### config.mk
export PLATFORM = sky130hd
export DESIGN_NAME = alpha_unpremultiply
export DESIGN_NICKNAME = d
export VERILOG_FILES = /design/src/design/aup_pkg.sv /design/src/design/aup_prep.sv /design/src/design/aup_div_stage.sv /design/src/design/aup_out.sv /design/src/design/alpha_unpremultiply.sv
export SDC_FILE = /design/constraint.sdc
export NUM_CORES = 1
export LEC_CHECK = 0
export BUFFER_PORTS_ARGS = -buffer_cell sky130_fd_sc_hd__buf_4
export CORE_ASPECT_RATIO = 1.1
export CORE_MARGIN = 2
export CORE_UTILIZATION = 30
export DETAILED_ROUTE_END_ITERATION = 10
export GPL_ROUTABILITY_DRIVEN = 0
export GPL_TIMING_DRIVEN = 0
export HOLD_SLACK_MARGIN = 0.06
export SYNTH_ARGS = -nofsm -noshare
export SYNTH_HDL_FRONTEND = slang
export SYNTH_HIERARCHICAL = 1
export SYNTH_SLANG_ARGS = --single-unit
### constraint.sdc
create_clock -name clk -period 3.8 [get_ports clk]
set_input_delay 0.19 -clock clk [delete_from_list [all_inputs] [get_ports clk]]
set_output_delay 0.19 -clock clk [all_outputs]
set_load 0.005 [all_outputs]
### src/design/aup_pkg.sv
// types, constants and the divider step shared by the alpha unpremultiply pipeline
// no dependencies

package aup_pkg;

  localparam int PIX_W           = 8;
  localparam int NUM_CH          = 3;
  localparam int STEPS_PER_STAGE = 2;
  localparam int DIV_STAGES      = PIX_W / STEPS_PER_STAGE;
  localparam int DATA_W          = 4 * PIX_W;

  localparam int CH_RED   = 0;
  localparam int CH_GREEN = 1;
  localparam int CH_BLUE  = 2;

  localparam logic [PIX_W-1:0] PIX_MAX = '1;

  // partial remainder and dividend bits, quotient bits shift in at the bottom
  typedef struct packed {
    logic [PIX_W-1:0] rem;
    logic [PIX_W-1:0] shf;
  } chan_t;

  typedef struct packed {
    logic [PIX_W-1:0]  alpha;
    logic              zero;
    logic [NUM_CH-1:0] sat;
    chan_t [NUM_CH-1:0] ch;
  } pix_t;

  // one restoring division step
  function automatic chan_t div_step(chan_t c, logic [PIX_W-1:0] a);
    logic [PIX_W:0]   t;
    logic [PIX_W+1:0] d;
    chan_t            r;
    t = {c.rem, c.shf[PIX_W-1]};
    d = {1'b0, t} - {2'b00, a};
    if (!d[PIX_W+1]) begin
      r.rem = d[PIX_W-1:0];
      r.shf = {c.shf[PIX_W-2:0], 1'b1};
    end else begin
      r.rem = t[PIX_W-1:0];
      r.shf = {c.shf[PIX_W-2:0], 1'b0};
    end
    return r;
  endfunction

endpackage

### src/design/aup_prep.sv
// input stage: unpacks the pixel, forms channel*255 and the saturation flags
// depends on aup_pkg

module aup_prep
  import aup_pkg::*;
(
  input  logic              clk,
  input  logic              rst_n,
  input  logic              in_valid,
  output logic              in_ready,
  input  logic [DATA_W-1:0] in_data,
  output logic              out_valid,
  input  logic              out_ready,
  output pix_t              out_pix
);

  logic valid_r, valid_nxt;
  pix_t pix_r, pix_nxt;

  logic [PIX_W-1:0]   a;
  logic [PIX_W-1:0]   c [NUM_CH];
  logic [2*PIX_W-1:0] num [NUM_CH];

  assign in_ready = !valid_r || out_ready;

  always_comb begin
    a = in_data[PIX_W-1:0];
    for (int i = 0; i < NUM_CH; i++) begin
      c[i] = in_data[(i+1)*PIX_W +: PIX_W];
    end
    pix_nxt.alpha = a;
    pix_nxt.zero  = (a == '0);
    for (int i = 0; i < NUM_CH; i++) begin
      // c*255 as c*256 - c
      num[i]            = {c[i], {PIX_W{1'b0}}} - {{PIX_W{1'b0}}, c[i]};
      pix_nxt.sat[i]    = (c[i] > a);
      pix_nxt.ch[i].rem = num[i][2*PIX_W-1:PIX_W];
      pix_nxt.ch[i].shf = num[i][PIX_W-1:0];
    end
    valid_nxt = in_ready ? in_valid : valid_r;
  end

  always_ff @(posedge clk) begin
    if (!rst_n) begin
      valid_r <= 1'b0;
    end else begin
      valid_r <= valid_nxt;
    end
    if (in_valid && in_ready) begin
      pix_r <= pix_nxt;
    end
  end

  assign out_valid = valid_r;
  assign out_pix   = pix_r;

endmodule

### src/design/aup_div_stage.sv
// one divider stage: STEPS_PER_STAGE restoring steps on all three colour channels
// depends on aup_pkg

module aup_div_stage
  import aup_pkg::*;
(
  input  logic clk,
  input  logic rst_n,
  input  logic in_valid,
  output logic in_ready,
  input  pix_t in_pix,
  output logic out_valid,
  input  logic out_ready,
  output pix_t out_pix
);

  logic valid_r, valid_nxt;
  pix_t pix_r, pix_nxt;

  assign in_ready = !valid_r || out_ready;

  always_comb begin
    pix_nxt = in_pix;
    for (int i = 0; i < NUM_CH; i++) begin
      for (int s = 0; s < STEPS_PER_STAGE; s++) begin
        pix_nxt.ch[i] = div_step(pix_nxt.ch[i], in_pix.alpha);
      end
    end
    valid_nxt = in_ready ? in_valid : valid_r;
  end

  always_ff @(posedge clk) begin
    if (!rst_n) begin
      valid_r <= 1'b0;
    end else begin
      valid_r <= valid_nxt;
    end
    if (in_valid && in_ready) begin
      pix_r <= pix_nxt;
    end
  end

  assign out_valid = valid_r;
  assign out_pix   = pix_r;

endmodule

### src/design/aup_out.sv
// output stage: transparent and saturated cases, packs the result word
// depends on aup_pkg

module aup_out
  import aup_pkg::*;
(
  input  logic              clk,
  input  logic              rst_n,
  input  logic              in_valid,
  output logic              in_ready,
  input  pix_t              in_pix,
  output logic              out_valid,
  input  logic              out_ready,
  output logic [DATA_W-1:0] out_data
);

  logic              valid_r, valid_nxt;
  logic [DATA_W-1:0] data_r, data_nxt;

  assign in_ready = !valid_r || out_ready;

  always_comb begin
    data_nxt = '0;
    if (!in_pix.zero) begin
      for (int i = 0; i < NUM_CH; i++) begin
        data_nxt[i*PIX_W +: PIX_W] = in_pix.sat[i] ? PIX_MAX : in_pix.ch[i].shf;
      end
      data_nxt[NUM_CH*PIX_W +: PIX_W] = in_pix.alpha;
    end
    valid_nxt = in_ready ? in_valid : valid_r;
  end

  always_ff @(posedge clk) begin
    if (!rst_n) begin
      valid_r <= 1'b0;
    end else begin
      valid_r <= valid_nxt;
    end
    if (in_valid && in_ready) begin
      data_r <= data_nxt;
    end
  end

  assign out_valid = valid_r;
  assign out_data  = data_r;

endmodule

### src/design/alpha_unpremultiply.sv
// top level of the alpha unpremultiply pipeline: prep, divider stages, output
// depends on aup_pkg, aup_prep, aup_div_stage, aup_out
//
//   channel  direction  tdata fields (low bit up)
//   in_      slave      alpha, red, green, blue
//   out_     master     red, green, blue, alpha
//
// one pixel per cycle while out_tready is high: one prep stage, four divider
// stages of two restoring steps each, one output register
// rst_n is synchronous and clears only the stage valid bits
// each stage takes a transfer when it is empty or its successor moves, so
// bubbles close up and a stall on out_tready loses and repeats nothing

module alpha_unpremultiply
  import aup_pkg::*;
(
  input  logic              clk,
  input  logic              rst_n,
  input  logic              in_tvalid,
  output logic              in_tready,
  input  logic [DATA_W-1:0] in_tdata,   // alpha, red, green, blue
  output logic              out_tvalid,
  input  logic              out_tready,
  output logic [DATA_W-1:0] out_tdata   // red, green, blue, alpha
);

  logic valid [DIV_STAGES+1];
  logic ready [DIV_STAGES+1];
  pix_t pix   [DIV_STAGES+1];

  aup_prep u_prep (
    .clk       (clk),
    .rst_n     (rst_n),
    .in_valid  (in_tvalid),
    .in_ready  (in_tready),
    .in_data   (in_tdata),
    .out_valid (valid[0]),
    .out_ready (ready[0]),
    .out_pix   (pix[0])
  );

  for (genvar k = 0; k < DIV_STAGES; k++) begin : g_div
    aup_div_stage u_div (
      .clk       (clk),
      .rst_n     (rst_n),
      .in_valid  (valid[k]),
      .in_ready  (ready[k]),
      .in_pix    (pix[k]),
      .out_valid (valid[k+1]),
      .out_ready (ready[k+1]),
      .out_pix   (pix[k+1])
    );
  end

  aup_out u_out (
    .clk       (clk),
    .rst_n     (rst_n),
    .in_valid  (valid[DIV_STAGES]),
    .in_ready  (ready[DIV_STAGES]),
    .in_pix    (pix[DIV_STAGES]),
    .out_valid (out_tvalid),
    .out_ready (out_tready),
    .out_data  (out_tdata)
  );

endmodule
; Word level (Yosys, flattened, before mapping)
; Index checks and enable logic that the tools add are counted.
[word_totals]
register_bits = 314
word_cells = 125
[op_classes]
add_sub_neg = 27
order_cmp = 3
muxes = 27
reduce_logical = 19
[ops]
columns = cell, count
row1 = 16-bit 2-to-1 mux, 21
row2 = 9-bit by 8-bit subtractor with 10-bit output, 24
row3 = 16-bit by 8-bit subtractor with 16-bit output, 3
row4 = 8-bit > comparator, 3
row5 = 8-bit 2-to-1 mux, 3
row6 = 8-bit zero test, 1
row7 = 1-bit logical AND, 6
row8 = 1-bit zero test, 6
row9 = 1-bit logical OR, 6
row10 = 1-bit 2-to-1 mux, 3

; Logic depth before layout (Yosys ltp)
; Gate-level depths: netlist of run 1.
[logic_depth]
depth_word = 8
depth_mapped = 17
ltp_nobuf = 16

; Hierarchy
; Netlist of run 1, hierarchy kept.
[modules_own_cells]
columns = mod, instances, cells_each, area_each_um2, seq_area_each_um2
row1 = aup_div_stage at g_div[0].u_div ..., 3, 386, 4429.2, 1821.7
row2 = aup_div_stage at g_div[1].u_div, 1, 386, 4366.7, 1821.7
row3 = aup_prep, 1, 248, 3098.0, 1821.7
row4 = aup_out, 1, 99, 1280.0, 980.9

; Worst setup path before layout of run 1
; OpenSTA, ideal clock, no wires.
[synth_timing]
path_type = register to register
start = register g_div[0].u_div.pix_r, in the netlist g_div[0].u_div/out_pix[53]
end = register g_div[1].u_div.pix_r, in the netlist g_div[1].u_div/out_pix[41] (data pin)
arrival_time_ns = 3.833
path_slack_ns = -0.292
path_stages_with_launch = 15
path_buffers = 0
cell_sequence = edfxtp_1 -> inv_1 -> ha_1 -> nand2b_1 -> a21oi_1 -> o211ai_1 -> nand2_2 -> mux2_2 -> ha_1 -> a21o_1 -> a21oi_1 -> a21boi_1 -> a31o_2 -> a211oi_4 -> mux2_2
[synth_rtl]
columns = element, line
row1 = start: declaration, aup_div_stage.sv:18  ; pix_t pix_r, pix_nxt;
row2 = start signal: assignment, aup_div_stage.sv:39  ; pix_r <= pix_nxt;
row3 = end signal: assignment, aup_div_stage.sv:39
row4 = end: declaration, aup_div_stage.sv:18

==> results of run 1 <==
[flip-flops by register name, indices dropped and copies added, names as in the netlist]
register	flops
u_prep/out_valid	1
g_div.u_div/out_valid	4
g_div.u_div/out_pix	216
u_prep/out_pix	60
u_out/out_data	32
u_out/out_valid	1
[repair_timing]
action,in CTS,in global routing
cloned,2,0
hold buffers,33,0
resized for setup,180,138
setup buffers,202,76
pin swaps,97,109
endpoints found under the setup margin,84,84
endpoints found under the hold margin,42,0
[cell type report]
cell class              instances  area, µm²
fillers                      6183      39800
flip-flops and latches        314       9370
plain buffers                  13       87.6
repair buffers                375       3150
well taps                     918       1150
clock inverters                17        256
clock buffers                  45        945
multi-input cells            1305      12400
inverters                     147        681
[per-layer routing]
metal / vias up / routed length, µm
met4: 0 / 2490
met1: 7339 / 21600
li1: 7445 / -
met5: - / 0
met2: 317 / 26700
met3: 140 / 1650
[how the worst max path moves through the flow]
stage / startpoint / to / slack (ns)
finish: u_prep/out_pix[55]$_DFFE_PP_ / g_div[0].u_div/out_pix[27]$_DFFE_PP_ / -0.17
global route: u_prep/out_pix[53]$_DFFE_PP_ / g_div[0].u_div/out_pix[45]$_DFFE_PP_ / -0.28
CTS: g_div[1].u_div/out_pix[54]$_DFFE_PP_ / g_div[2].u_div/out_pix[41]$_DFFE_PP_ / -0.10
detailed placement: u_prep/out_pix[53]$_DFFE_PP_ / g_div[0].u_div/out_pix[46]$_DFFE_PP_ / -0.79
global placement: u_prep/out_pix[53]$_DFFE_PP_ / g_div[0].u_div/out_pix[45]$_DFFE_PP_ / -0.75
floorplan: u_prep/out_pix[53]$_DFFE_PP_ / g_div[0].u_div/out_pix[11]$_DFFE_PP_ / -0.14
[cells in the final DEF (no fill, tap or decap), types with 13 or more instances in the layout]
| cell | count |
|---|---|
| sky130_fd_sc_hd__nor2b_1 | 15 |
| sky130_fd_sc_hd__a211oi_1 | 19 |
| sky130_fd_sc_hd__buf_4 | 302 |
| sky130_fd_sc_hd__xor2_1 | 18 |
| sky130_fd_sc_hd__nand2b_1 | 30 |
| sky130_fd_sc_hd__nand3_1 | 39 |
| sky130_fd_sc_hd__buf_6 | 33 |
| sky130_fd_sc_hd__nor2_1 | 172 |
| sky130_fd_sc_hd__fa_1 | 15 |
| sky130_fd_sc_hd__clkinvlp_4 | 18 |
| sky130_fd_sc_hd__a21oi_2 | 32 |
| sky130_fd_sc_hd__a21oi_1 | 76 |
| sky130_fd_sc_hd__inv_1 | 117 |
| sky130_fd_sc_hd__dlygate4sd3_1 | 33 |
| sky130_fd_sc_hd__xnor2_1 | 74 |
| sky130_fd_sc_hd__o21ai_0 | 55 |
| sky130_fd_sc_hd__mux2i_1 | 29 |
| sky130_fd_sc_hd__clkbuf_16 | 36 |
| sky130_fd_sc_hd__o21bai_1 | 13 |
| sky130_fd_sc_hd__a21o_1 | 37 |
| sky130_fd_sc_hd__nand2_1 | 58 |
| sky130_fd_sc_hd__nor3b_1 | 15 |
| sky130_fd_sc_hd__ha_4 | 54 |
| sky130_fd_sc_hd__mux2_4 | 48 |
| sky130_fd_sc_hd__edfxtp_1 | 308 |
| sky130_fd_sc_hd__ha_1 | 157 |
| sky130_fd_sc_hd__mux2_2 | 29 |
| sky130_fd_sc_hd__o31ai_4 | 18 |
[power breakdown]
part           switching [mW]  total, mW  internal, mW  leakage, nW
combinational            2.47       5.44          2.97         7.41
clock                    1.38       3.56          2.18        0.582
sequential              0.138       4.31          4.17         2.91
total                    3.99       13.3          9.31         10.9
[stage by stage]
| stage | area [µm²] | instances | setup slack (ns) | util |
|---|---|---|---|---|
| 2_1_floorplan | 21000 | 1785 | -0.137 | - |
| 3_3_place_gp | 22600 | 2772 | -0.749 | 0.334 |
| 3_5_place_dp | 22700 | 2776 | -0.788 | 0.335 |
| 4_1_cts | 26800 | 3069 | -0.103 | 0.396 |
| 5_1_grt | 28000 | 3134 | -0.285 | 0.413 |
| 6_report | 28000 | 3134 | -0.174 | 0.413 |
[worst max-delay path: stages (launching register included)]
cell and delay [ns]:
sky130_fd_sc_hd__edfxtp_1 0.45, sky130_fd_sc_hd__clkinvlp_4 0.18, sky130_fd_sc_hd__buf_6 0.15, sky130_fd_sc_hd__buf_6 0.11
sky130_fd_sc_hd__ha_4 0.27, sky130_fd_sc_hd__o21a_4 0.14, sky130_fd_sc_hd__o31ai_4 0.07, sky130_fd_sc_hd__a211o_2 0.31
sky130_fd_sc_hd__and2_4 0.20, sky130_fd_sc_hd__o21ai_4 0.19, sky130_fd_sc_hd__ha_4 0.24, sky130_fd_sc_hd__a21oi_2 0.14
sky130_fd_sc_hd__nand2_1 0.10, sky130_fd_sc_hd__a221o_1 0.32, sky130_fd_sc_hd__a41oi_2 0.28, sky130_fd_sc_hd__o211ai_4 0.21
sky130_fd_sc_hd__mux2_4 0.35
==> flow_results.org, run 1 <==
** Synth
- A synthesized cell averages 11.5 µm².
- Syn Nets :: 2062
- Synthesis handed over a netlist of 1785 instances.
- Cell area after technology mapping :: 20600 µm²
- Syn. warnings :: 6

** Floorplanning
- The die is 254 µm wide.
- The floorplan step defined a die boundary enclosing 70800 µm².
- Core Footprint :: 67800 µm²
- IO Count :: 70
- Cell Rows :: 100
- The floorplan step set the die height to 279 µm.
- Initial standard-cell utilization of the core :: 0.304

** Hold path
- The path with the worst hold slack has its endpoint at u_prep/out_pix[41]$_DFFE_PP_.
- In this run the most critical hold path is launched from in_tdata[25].
- Counting instances, the worst hold path has a depth of 3.
- The worst hold path belongs to the class in2reg.

** Worst setup path
- CP Data Required Time :: 4.09 ns
- Across all register-to-register paths, the minimum setup slack is -0.17 ns.
- Worst endpoint data arrival time :: 4.26 ns
- In this run the worst path has a maximum fanout of 7.
- Path depth of the worst reg2reg path :: 16
- Startpoint of the most critical register-to-register path :: u_prep/out_pix[55]$_DFFE_PP_
- The critical path in this run is classified as reg2reg.
- The worst setup path is captured at a flop.
- Crit start category :: flop
- In this run the critical register-to-register path is captured at g_div[0].u_div/out_pix[27]$_DFFE_PP_.

** Route
- The routed design has 52400 µm of wire.
- Total vias in the final route :: 15200
- Number of vias per cell after detailed routing :: 4.86
- Post-DRT Antenna Nets :: 0
- Post-DR wirelength/cell :: 16.7 µm
- DR iter-0 viols :: 878
- First drt pass iteration count :: 5
- # DRC :: 0

** Global routing
- The first global-routing pass estimated 80600 µm of wire.
- In the global route stage, met3 resource usage came out at 0.0207.
- Via count of the first global-routing pass :: 15500
- Met1 Track Usage GR :: 0.163
- Largest net degree at the start of global routing :: 46
- For met2 alone, demand over resource in global routing was 0.255.
- After global routing the overflow that remains totals 0.
- Total routing usage reported by global routing :: 0.142
- The initial antenna violation count came to 1.
- Gr busiest metal :: met2

** Timing
- Clock skew on the completed layout was measured at 0.0175 ns.
- The worst path in the final design needs a cycle of 3.97 ns, including I/O delays and setup.
- The final max-slew violation count is 0.
- Unrepaired setup endpoints after global routing :: true
- Based on the critical path, the design can be clocked at up to 0.252 GHz.
- Setup violations remaining at the end of the flow were counted as 59.
- The tightest hold path in the finished design has a slack of 0.111 ns.
- Measured against its own limit, the worst slew margin works out to 0.372.
- Final critical-path share of the clock period :: 1.05
- Worst Max-Slew Pin Slew :: 0.943 ns
- Setup slack on the critical path of the routed design comes to -0.174 ns.
- Final Hold Fails :: 0
- Accumulated negative setup slack :: -3.59 ns

** Clock network
- TritonCTS built the clock tree.
- Clock edge transition at the registers on the reported setup and hold paths :: 0.06 ns
- At the later pin of the worst-skew pair, clock insertion delay measures 0.56 ns.
- Buffers inserted during clock tree synthesis total 35.
- Maximum root-to-sink buffer count :: 3
- Clock sink count :: 314
- CTS built an H-tree with a depth of 2.
- Root Driver :: sky130_fd_sc_hd__clkbuf_16

** Place
- # port buffers :: 69
- Half-perimeter wire length after placement :: 35700 µm

** Run
- Across the run, the number of max-cap violations was 0.

** Layout
- At the end of the flow, the number of nets in the layout was 2468.
- Syn-to-layout area delta :: 35.9%
- Fraction of layout instances using a drive strength above 1 :: 0.352
- 0 antenna diodes ended up in the layout.

** Power
- Dividing total power by cell area gives a power density of 475 nW/µm².
- Leak :: 10.9 nW
- Largest voltage drop on the vdd net :: 0.252 mV
- Power comes to 13.3 mW.

** Status
- Outcome :: finished, violations left
- Failing checks :: negative setup slack
Note: power is estimated with default switching activity, not from simulation.
==> run 2: changes to the inputs <==
Settings changed: CORE_ASPECT_RATIO 1.1 to default.
==> run 2 against run 1 <==
Net effect:
- the flow still finishes with violations (negative setup slack)
- setup slack better by 0.013 ns
- critical path depth unchanged
- die area barely moved
- final area down 1.0%
- clock power decreased by 2%
- sequential power barely moved
- first-iteration DRC count is 33% lower
- core utilization fell by 0.75 points
- hold slack got worse by 0.024 ns
- critical path type unchanged
- largest cell class unchanged
==> flow_results.org, run 2 (synthesis gave the netlist of run 1 again) <==
** Status
- The run finished, with violations left.
- Failing checks :: negative setup slack

** Route
- The length of the first detailed-routing pass in iterations was 5 (unchanged).
- The DRC violations left is 0 (unchanged).
- Post-DR wirelength/cell :: 16.6 µm (-0.43%)
- The number of routed nets with antenna violations is 0 (unchanged).
- The total number of vias was 15000 (-1.8%).
- The number of DRC markers in iteration 0 was 588 (-33%).
- The via density per instance was 4.88 (+0.26%).
- Total wirelength of the detailed-routed design :: 51100 µm (-2.5%)

** Floorplanning
- The starting density of the core is 0.301 (-0.00236).
- The number of rows created at floorplan came to 96 (-4.0%).
- The total die area came to 70800 µm² (about the same).
- Die X :: 266 µm (+4.8%)
- Die Ht :: 266 µm (-4.6%)
- IO Count :: 70 (unchanged)
- The placeable core region was 68300 µm² (+0.78%).

** Timing
- Count of pins over their slew limit :: 0 (unchanged)
- Maximum clock skew at final layout :: 0.0130 ns (-0.00448 ns)
- Tmin final :: 3.96 ns (-0.0129 ns)
- Final setup fails :: 51 (-14%)
- Final Hold Fails :: 0 (unchanged)
- The fmax came to 0.252 GHz (+0.32%).
- The worst-case setup margin in the final layout is -0.161 ns (+0.0129 ns).
- Unrepaired setup endpoints after global routing :: true
- The headroom to the max-slew limit is 0.426 (+0.0541).
- The share of the cycle needed by the critical path after routing was 1.04 (-0.00338).
- Worst Max-Slew Pin Slew :: 0.862 ns (-0.0812 ns)

** Worst setup path
- CP Buf/Inv Count :: 3 (unchanged)
- Critical Setup Path Class :: reg2reg
- Crit start category :: flop
- Ordered list of cells on the worst path :: clkinvlp_4 > buf_6 > ha_4 > o21a_1 > o31ai_4 > a211o_2 > and2_4 > o31ai_4 > ha_1 > nand3_1 > nand2_1 > a221o_1 > a41oi_2 > o211ai_4 > buf_12 > mux2i_2
- In this design, the critical path's most frequently occurring cell is sky130_fd_sc_hd__o31ai_4.
- The arrival time of the worst setup path is 4.25 ns (about the same).
- The worst setup path is captured at a flop.
- The highest fanout seen on the critical path is 7 (unchanged).
- The required arrival time at the worst endpoint is 4.09 ns (about the same).
- Master of the slowest instance on the critical path :: sky130_fd_sc_hd__edfxtp_1
- Among cell families on the critical path, the largest total delay comes from compound AO/OA/AOI/OAI gates.
- Biggest cell delay along the critical path :: 0.48 ns (+0.03 ns)

** Global routing
- The largest net degree at the start of global routing came to 45 (-2.2%).
- The initial antenna violation count came to 1 (unchanged).
- Via count of the first global-routing pass :: 15500 (-0.10%)
- Wire length of the first global-routing pass :: 80000 µm (-0.75%)
- Total routing usage reported by global routing :: 0.141 (-0.000940)
- The total global routing overflow was 0 (unchanged).

** Clock network
- The tree is rooted in a sky130_fd_sc_hd__clkbuf_16.
- Clock sink count :: 314 (unchanged)
- Skew-Pair Late Insertion Delay :: 0.55 ns (about the same)
- The number of buffers added by the clock tree synthesis step is 38 (+8.6%).
- CTS tree :: done
- Maximum root-to-sink buffer count :: 3 (unchanged)
- The number of H-tree levels is 2 (unchanged).
- The CTS clock-pin slew for the worst setup and hold paths is 0.05 ns (about the same).

** Run
- Maximum Capacitance Violations :: 0 (unchanged)

** Layout
- Diodes inserted :: 0 (unchanged)
- The utilization after layout came to 0.405 (-0.00747).
- The post-route cell area came to 27700 µm² (-1.0%).
- Fill cell instance count of the final layout :: 6226 (+0.70%)
- Leaving out fill and tap cells, the most frequent cell in the layout is sky130_fd_sc_hd__edfxtp_1.
- The final net count is 2438 (-1.2%).
- The top cell types in the final layout, fill and taps aside, are sky130_fd_sc_hd__edfxtp_1 (308), sky130_fd_sc_hd__buf_4 (267), sky130_fd_sc_hd__nor2_1 (170).
- The area used by multi-input combinational logic was 12400 µm² (about the same).
- Sequential Area :: 9370 µm² (unchanged)
- Syn-to-layout area delta :: 34.5%
- The fraction of layout cells with a size suffix above 1 is 0.341 (-0.0101).
- Flip-flop count of the largest register, all copies and words added :: 216 (unchanged)

** Power
- Total power per unit cell area :: 474 nW/µm² (-0.33%)
- The cell leakage power is 10.7 nW (-1.6%).
- Largest voltage drop on the vdd net :: 0.307 mV (+22%)

** Place
- # port buffers :: 69 (unchanged)
- Post-DP Area :: 22700 µm² (-0.11%)
- The final HPWL from detailed placement was 35800 µm (+0.17%).

** Hold path
- Type of the most critical hold path :: in2reg
[run 2: path summary, 6_finish.rpt]
path,startpoint,to,slack (ns),depth (start not counted)
worst min register to register,g_div[1].u_div/out_pix[1]$_DFFE_PP_,g_div[2].u_div/out_pix[3]$_DFFE_PP_,0.41,0
worst min-delay path,out_tready,g_div[3].u_div/out_valid$_SDFFE_PN0N_,0.09,4
worst max-delay path,g_div[1].u_div/out_pix[54]$_DFFE_PP_,g_div[2].u_div/out_pix[24]$_DFFE_PP_,-0.16,16
worst max register to register,g_div[1].u_div/out_pix[54]$_DFFE_PP_,g_div[2].u_div/out_pix[24]$_DFFE_PP_,-0.16,16
[run 2: through the flow]
stage | total power, mW | setup TNS (ns) | cells | hold slack, ns | setup WS [ns]
final | 13.1 | -4.60 | 3070 | 0.0871 | -0.161
after global routing | 13.8 | -12.89 | 3070 | 0.101 | -0.291
after CTS | 12.8 | -4.55 | 3017 | 0.0632 | -0.169
after detailed placement | 8.22 | -54.58 | 2741 | 0.384 | -0.870
after global placement | 8.08 | -46.36 | 2736 | 0.384 | -0.751
after floorplan | 7.50 | -5.62 | 1785 | 0.289 | -0.137
[run 2: routing by layer]
layer,up-vias,part of all wire,global-route usage,routed length (µm)
li1,7389,-,-,-
met1,7134,0.42,0.166,21500
met2,314,0.50,0.253,25600
met3,132,0.033,0.0206,1710
met4,0,0.044,0.0642,2250
met5,-,0,0,0
[run 2: worst min-delay path, stage by stage]
cell and delay (ns):
sky130_fd_sc_hd__buf_4 0.07, sky130_fd_sc_hd__nand2b_4 0.11, sky130_fd_sc_hd__nand2b_1 0.12, sky130_fd_sc_hd__a21boi_0 0.08
[run 2: cell type report]
class | count | share of cell area
inverter | 147 | 0.0244
clock buffer | 49 | 0.0366
timing repair buffer | 342 | 0.105
multi-input combinational | 1305 | 0.446
clock inverter | 18 | 0.00659
buffer | 13 | 0.00316
tap | 882 | 0.0398
sequential | 314 | 0.338
[run 2: power by group]
group	total (mW)	internal, mW	switching [mW]	leakage, nW
Clock	3.48	2.09	1.39	0.573
Combinational	5.33	2.89	2.44	7.25
Sequential	4.31	4.17	0.141	2.91
[run 2: repair_timing]
item	in CTS	in global routing
resized for setup	185	132
hold buffers	33	0
setup buffers	176	65
pin swaps	86	112
endpoints found under the setup margin	81	84
cloned	3	0
hold endpoints to repair	42	0
